`src/rtl/pls_pkg.sv`:
```
// shared types and constants for the periodic laplacian stencil
// used by pls_mac and periodic_laplacian_stencil; no dependencies
package pls_pkg;

    // grid is 32 cells per axis; coordinates index it directly and wrap mod 32
    localparam int GRID_N  = 32;
    localparam int CRD_W   = $clog2(GRID_N);
    localparam int ADDR_W  = 3 * CRD_W;
    localparam int DEPTH   = GRID_N * GRID_N * GRID_N;

    localparam int DATA_W  = 32;
    localparam int COEF_W  = 32;
    localparam int HALF_W  = COEF_W / 2;
    localparam int TERM_W  = DATA_W + 3;          // a + b - 2c, exact
    localparam int PROD_W  = TERM_W + HALF_W + 1; // term times one coefficient half
    localparam int ACC_W   = 70;                  // three terms times full coefficient

    typedef enum logic [1:0] {
        AXIS_X,
        AXIS_Y,
        AXIS_Z
    } t_axis;

    typedef struct packed {
        logic  vld;
        logic  first;
        logic  last;
        t_axis axis;
    } t_term;

endpackage

```
`src/rtl/pls_mac.sv`:
```
// scaling and accumulation of the three axis terms, final round and saturate
// depends on pls_pkg
module pls_mac (
    input  logic                          i_clk,
    input  logic                          i_rst_n,
    input  pls_pkg::t_term                i_term,
    input  logic signed [pls_pkg::TERM_W-1:0] i_t,
    input  logic [pls_pkg::COEF_W-1:0]    i_coef_x,
    input  logic [pls_pkg::COEF_W-1:0]    i_coef_y,
    input  logic [pls_pkg::COEF_W-1:0]    i_coef_z,
    input  logic                          i_three_dim,
    output logic                          o_valid,
    output logic signed [pls_pkg::DATA_W-1:0] o_laplacian
);
    import pls_pkg::*;

    localparam logic signed [ACC_W-1:0] SAT_MAX = ACC_W'(64'sh7FFF_FFFF);
    localparam logic signed [ACC_W-1:0] SAT_MIN = -ACC_W'(64'sh8000_0000);

    logic [COEF_W-1:0]        coef;
    logic signed [TERM_W-1:0] t_in;
    logic signed [PROD_W-1:0] r_plo, r_phi;
    logic                     r_p_vld, r_p_first, r_p_last;
    logic signed [ACC_W-1:0]  r_acc, n_acc;
    logic                     r_a_done;
    logic signed [ACC_W-1:0]  neg_acc, shifted;
    logic                     r_valid;
    logic signed [DATA_W-1:0] r_lap, n_lap;

    always_comb begin
        case (i_term.axis)
            AXIS_X:  coef = i_coef_x;
            AXIS_Y:  coef = i_coef_y;
            AXIS_Z:  coef = i_three_dim ? i_coef_z : '0;
            default: coef = '0;
        endcase
    end

    // in 2d mode the z neighbours may never have been written, drop the term
    assign t_in = (i_term.axis == AXIS_Z && !i_three_dim) ? '0 : i_t;

    // product stage: low and high coefficient halves
    always_ff @(posedge i_clk) begin
        if (i_term.vld) begin
            r_plo <= t_in * $signed({1'b0, coef[HALF_W-1:0]});
            r_phi <= t_in * $signed({1'b0, coef[COEF_W-1:HALF_W]});
        end
        r_p_first <= i_term.first;
        r_p_last  <= i_term.last;
        if (!i_rst_n) begin
            r_p_vld <= 1'b0;
        end else begin
            r_p_vld <= i_term.vld;
        end
    end

    always_comb begin
        n_acc = (r_p_first ? '0 : r_acc)
              + {{(ACC_W-PROD_W){r_plo[PROD_W-1]}}, r_plo}
              + {{(ACC_W-PROD_W-HALF_W){r_phi[PROD_W-1]}}, r_phi, {HALF_W{1'b0}}};
    end

    always_ff @(posedge i_clk) begin
        if (r_p_vld) begin
            r_acc <= n_acc;
        end
        if (!i_rst_n) begin
            r_a_done <= 1'b0;
        end else begin
            r_a_done <= r_p_vld && r_p_last;
        end
    end

    // floor(-S / 2^16) is an arithmetic shift of the negated sum
    always_comb begin
        neg_acc = -r_acc;
        shifted = neg_acc >>> HALF_W;
        if (shifted > SAT_MAX) begin
            n_lap = DATA_W'(SAT_MAX);
        end else if (shifted < SAT_MIN) begin
            n_lap = DATA_W'(SAT_MIN);
        end else begin
            n_lap = shifted[DATA_W-1:0];
        end
    end

    always_ff @(posedge i_clk) begin
        if (r_a_done) begin
            r_lap <= n_lap;
        end
        if (!i_rst_n) begin
            r_valid <= 1'b0;
        end else begin
            r_valid <= r_a_done;
        end
    end

    assign o_valid     = r_valid;
    assign o_laplacian = r_lap;

endmodule

```
`config.mk`:
```
export PLATFORM = sky130hd
export DESIGN_NAME = pls_mac
export DESIGN_NICKNAME = d
export VERILOG_FILES = /design/src/rtl/pls_pkg.sv /design/src/rtl/pls_mac.sv
export SDC_FILE = /design/constraint.sdc
export NUM_CORES = 2
export LEC_CHECK = 0
export BUFFER_PORTS_ARGS = -buffer_cell sky130_fd_sc_hd__buf_2
export CORE_MARGIN = 8
export CORE_UTILIZATION = 50
export CTS_BUF_LIST = sky130_fd_sc_hd__clkbuf_16
export DETAILED_ROUTE_END_ITERATION = 12
export PLACE_DENSITY = 0.66
export SYNTH_ARGS = -nofsm -noshare
export SYNTH_HDL_FRONTEND = slang
export SYNTH_SLANG_ARGS = --single-unit
```
`constraint.sdc`:
```
create_clock -name i_clk -period 28.9 [get_ports i_clk]
set_input_delay 8.67 -clock i_clk [delete_from_list [all_inputs] [get_ports i_clk]]
set_output_delay 8.67 -clock i_clk [all_outputs]
set_load 0.03 [all_outputs]
```
==> run summary <==
outcome -> finished, final reports clean
grt ovf -> 0
area delta synth->final -> 6.04%
Clock Tree Buf Depth -> 3
Final Cycle Share -> 60.2%
# fillers -> 9513
hpwl dp -> 115 mm
Yosys reg bits -> 211
core area -> 0.103 sq mm
Routed Antenna Nets -> 0
clk sinks -> 211
Post-Syn Instances -> 5771
Avg Cell Area, Syn -> 9.00 sq um
setup bufs post-CTS -> 0
critical path's slowest cell -> and2_1
Setup Viol. Count Final -> 0
CP Launch Type -> input pin
wire per inst -> 19.8 um
Initial DRC Count -> 3105
hold crit path type -> reg -> reg
crit path buf inv count -> 6
Largest stage delay, worst path -> 670 ps
Placer Congestion -> 0.940
CP required -> 29140 ps
prevailing post-synth register cell -> edfxtp_1
FF-to-FF Start -> r_p_first
row count -> 118
most used cell, CP -> fa_1
max-slew violation count -> 0
Setup TNS Final -> 0 ps
placed cell areas -> 0.0543 sq mm
Worst setup EP type -> flip-flop
Die W -> 338 um
ys async rst share -> 0%
Die Ht -> 338 um
DRC -> 0
CP Max Fanout -> 70
arrival time worst endpoint -> 17640 ps
fin nets -> 7392
htree depth -> 1
worst hold path cell count -> 1
Detailed Routing Iterations Pass 1 -> 6
Reg2Reg Depth -> 16
routed vias -> 39100
Syn. warnings -> 0
initial core utilization -> 50.3%
Hold Vio Cnt, Final -> 0
Fin Clk Skew -> 15.6 ps
first-pass GRT wire length -> 229 mm
clk slew on worst S/H paths -> 70 ps
Worst Path Class, Setup -> in -> reg
worst hold path startpoint -> r_p_last
largest net degree at the start of global routing -> 71
number of buffers created by CTS -> 21
Slew @ Worst Pin -> 1230 ps
Max Cap Viol -> 0
hold_buf cts -> 0
clk root buf -> clkbuf_16
critical path depth -> 27
vias in the first global route -> 41700
sequential share of the synthesized area -> 12.1%
Slew Limit Headroom -> 17.9%
initial antenna violation count -> 7
final instance area -> 0.0551 sq mm
Global Route Usage Sum -> 25.0%
minimum clock period -> 17390 ps
Post-synth EDFFs -> 206
drt total wl -> 143 mm
Distinct cells, synth -> 79
post-CTS sizing -> 0
Syn Nets -> 7357
port bufs -> 171
unrepaired setup endpoints after global routing -> no
crit path launch -> i_term[0]
I/O pin cnt -> 172
cell family with most CP delay -> adder cells
Worst-Skew Late Latency -> 520 ps
total die area -> 0.114 sq mm
CTS tree -> done
vias per cell -> 5.43
mapped cell area -> 0.0519 sq mm
Max Clk Rate -> 0.0575 GHz
share of cells above drive strength 1 -> 6.13%
## state kept, by name (all words and copies together), names as in the netlist
register / count
r_acc: 70
r_phi: 52
r_plo: 52
o_laplacian: 32
o_valid: 1
r_a_done: 1
r_p_first: 1
r_p_last: 1
r_p_vld: 1
## path summary, 6_finish.rpt
kind / to / slack (ps)
worst min register to register: r_a_done / 460
worst max register to register: r_acc[69] / 23320
worst max-delay path: r_plo[51] / 11510
worst min-delay path: r_a_done / 460
## metrics by stage
stage                     std cells  hold WS [ps]  setup slack, ps  utilization, %
after floorplan                5771           429            12680               -
after global placement         7163           435            11140            52.6
after detailed placement       7163           444            11050            52.6
after CTS                      7201           461            11610            53.3
after global routing           7201           476            11110            53.3
final                          7203           456            11510            53.3
## routing by layer
layer | global-route usage (%) | up-vias | part of all wire (%)
met5 | 0 | - | 0.027
met4 | 8.66 | 6 | 4.2
met3 | 4.84 | 306 | 10
met2 | 39.8 | 1890 | 44
met1 | 34.2 | 19500 | 42
li1 | - | 17500 | -
## cell usage after synthesis (4+ instances only)
cell type	instances	area [sq um]
a21o_1	141	1060
edfxtp_1	206	6190
nor3_1	22	110
a41oi_1	8	70.1
nand2_1	837	3140
ha_1	331	4140
and3_1	13	81.3
and2_0	28	175
a31o_1	8	70.1
and2_1	67	419
a2111oi_0	5	43.8
nand2b_1	37	231
or2_2	16	100
inv_1	1299	4880
a211o_1	5	43.8
xnor2_1	134	1170
fa_1	1116	22300
o31a_1	4	35.0
xor2_1	60	526
o22ai_1	5	31.3
o21bai_1	15	113
a221o_1	6	60.1
dfxtp_1	5	100
nor4_1	14	87.6
o31ai_1	9	67.6
o21ai_0	84	420
a211oi_1	21	158
o21a_1	22	165
o21ai_1	25	125
nand4_1	27	169
nor2b_1	134	838
nand3_1	34	170
a31oi_1	14	87.6
nor2_1	477	1790
a21oi_1	213	1070
clkbuf_1	234	878
o211ai_1	11	82.6
or3_1	13	81.3
## cells in the final DEF, fill, tap and decap left out, types with 70 or more instances in the layout
master	n
o21ai_0	84
ha_1	331
nand2_1	837
buf_4	85
nor2_1	477
a21oi_1	201
edfxtp_1	206
buf_2	170
and2_1	70
inv_1	1299
fa_1	1116
nor2b_1	133
a21o_1	141
xnor2_1	134
## layout make-up
type	instances	area [sq um]	share of cell area, %
Tap cell	1380	1730	3.13
Clock buffer	21	526	0.954
Inverter	1299	4880	8.85
Multi-Input combinational cell	4018	40000	72.6
Antenna cell	2	5.00	0.00909
Clock inverter	17	205	0.373
Sequential cell	211	6290	11.4
Timing Repair Buffer	255	1490	2.70
## cell families after synthesis
logic type	after synthesis	synth area share, %
AOI/OAI and AO/OA	628	7.69
xor gates and xnor gates	194	3.27
adders and majority gates	1447	51.0
buffers and inverters	1542	11.2
DFF	211	12.1
muxes	1	0.0193
and+or+nand+nor	1748	14.8
Power is left out: the tool's default activity adds up to more than one toggle a clock period on the data nets, which glitch-free logic cannot reach.
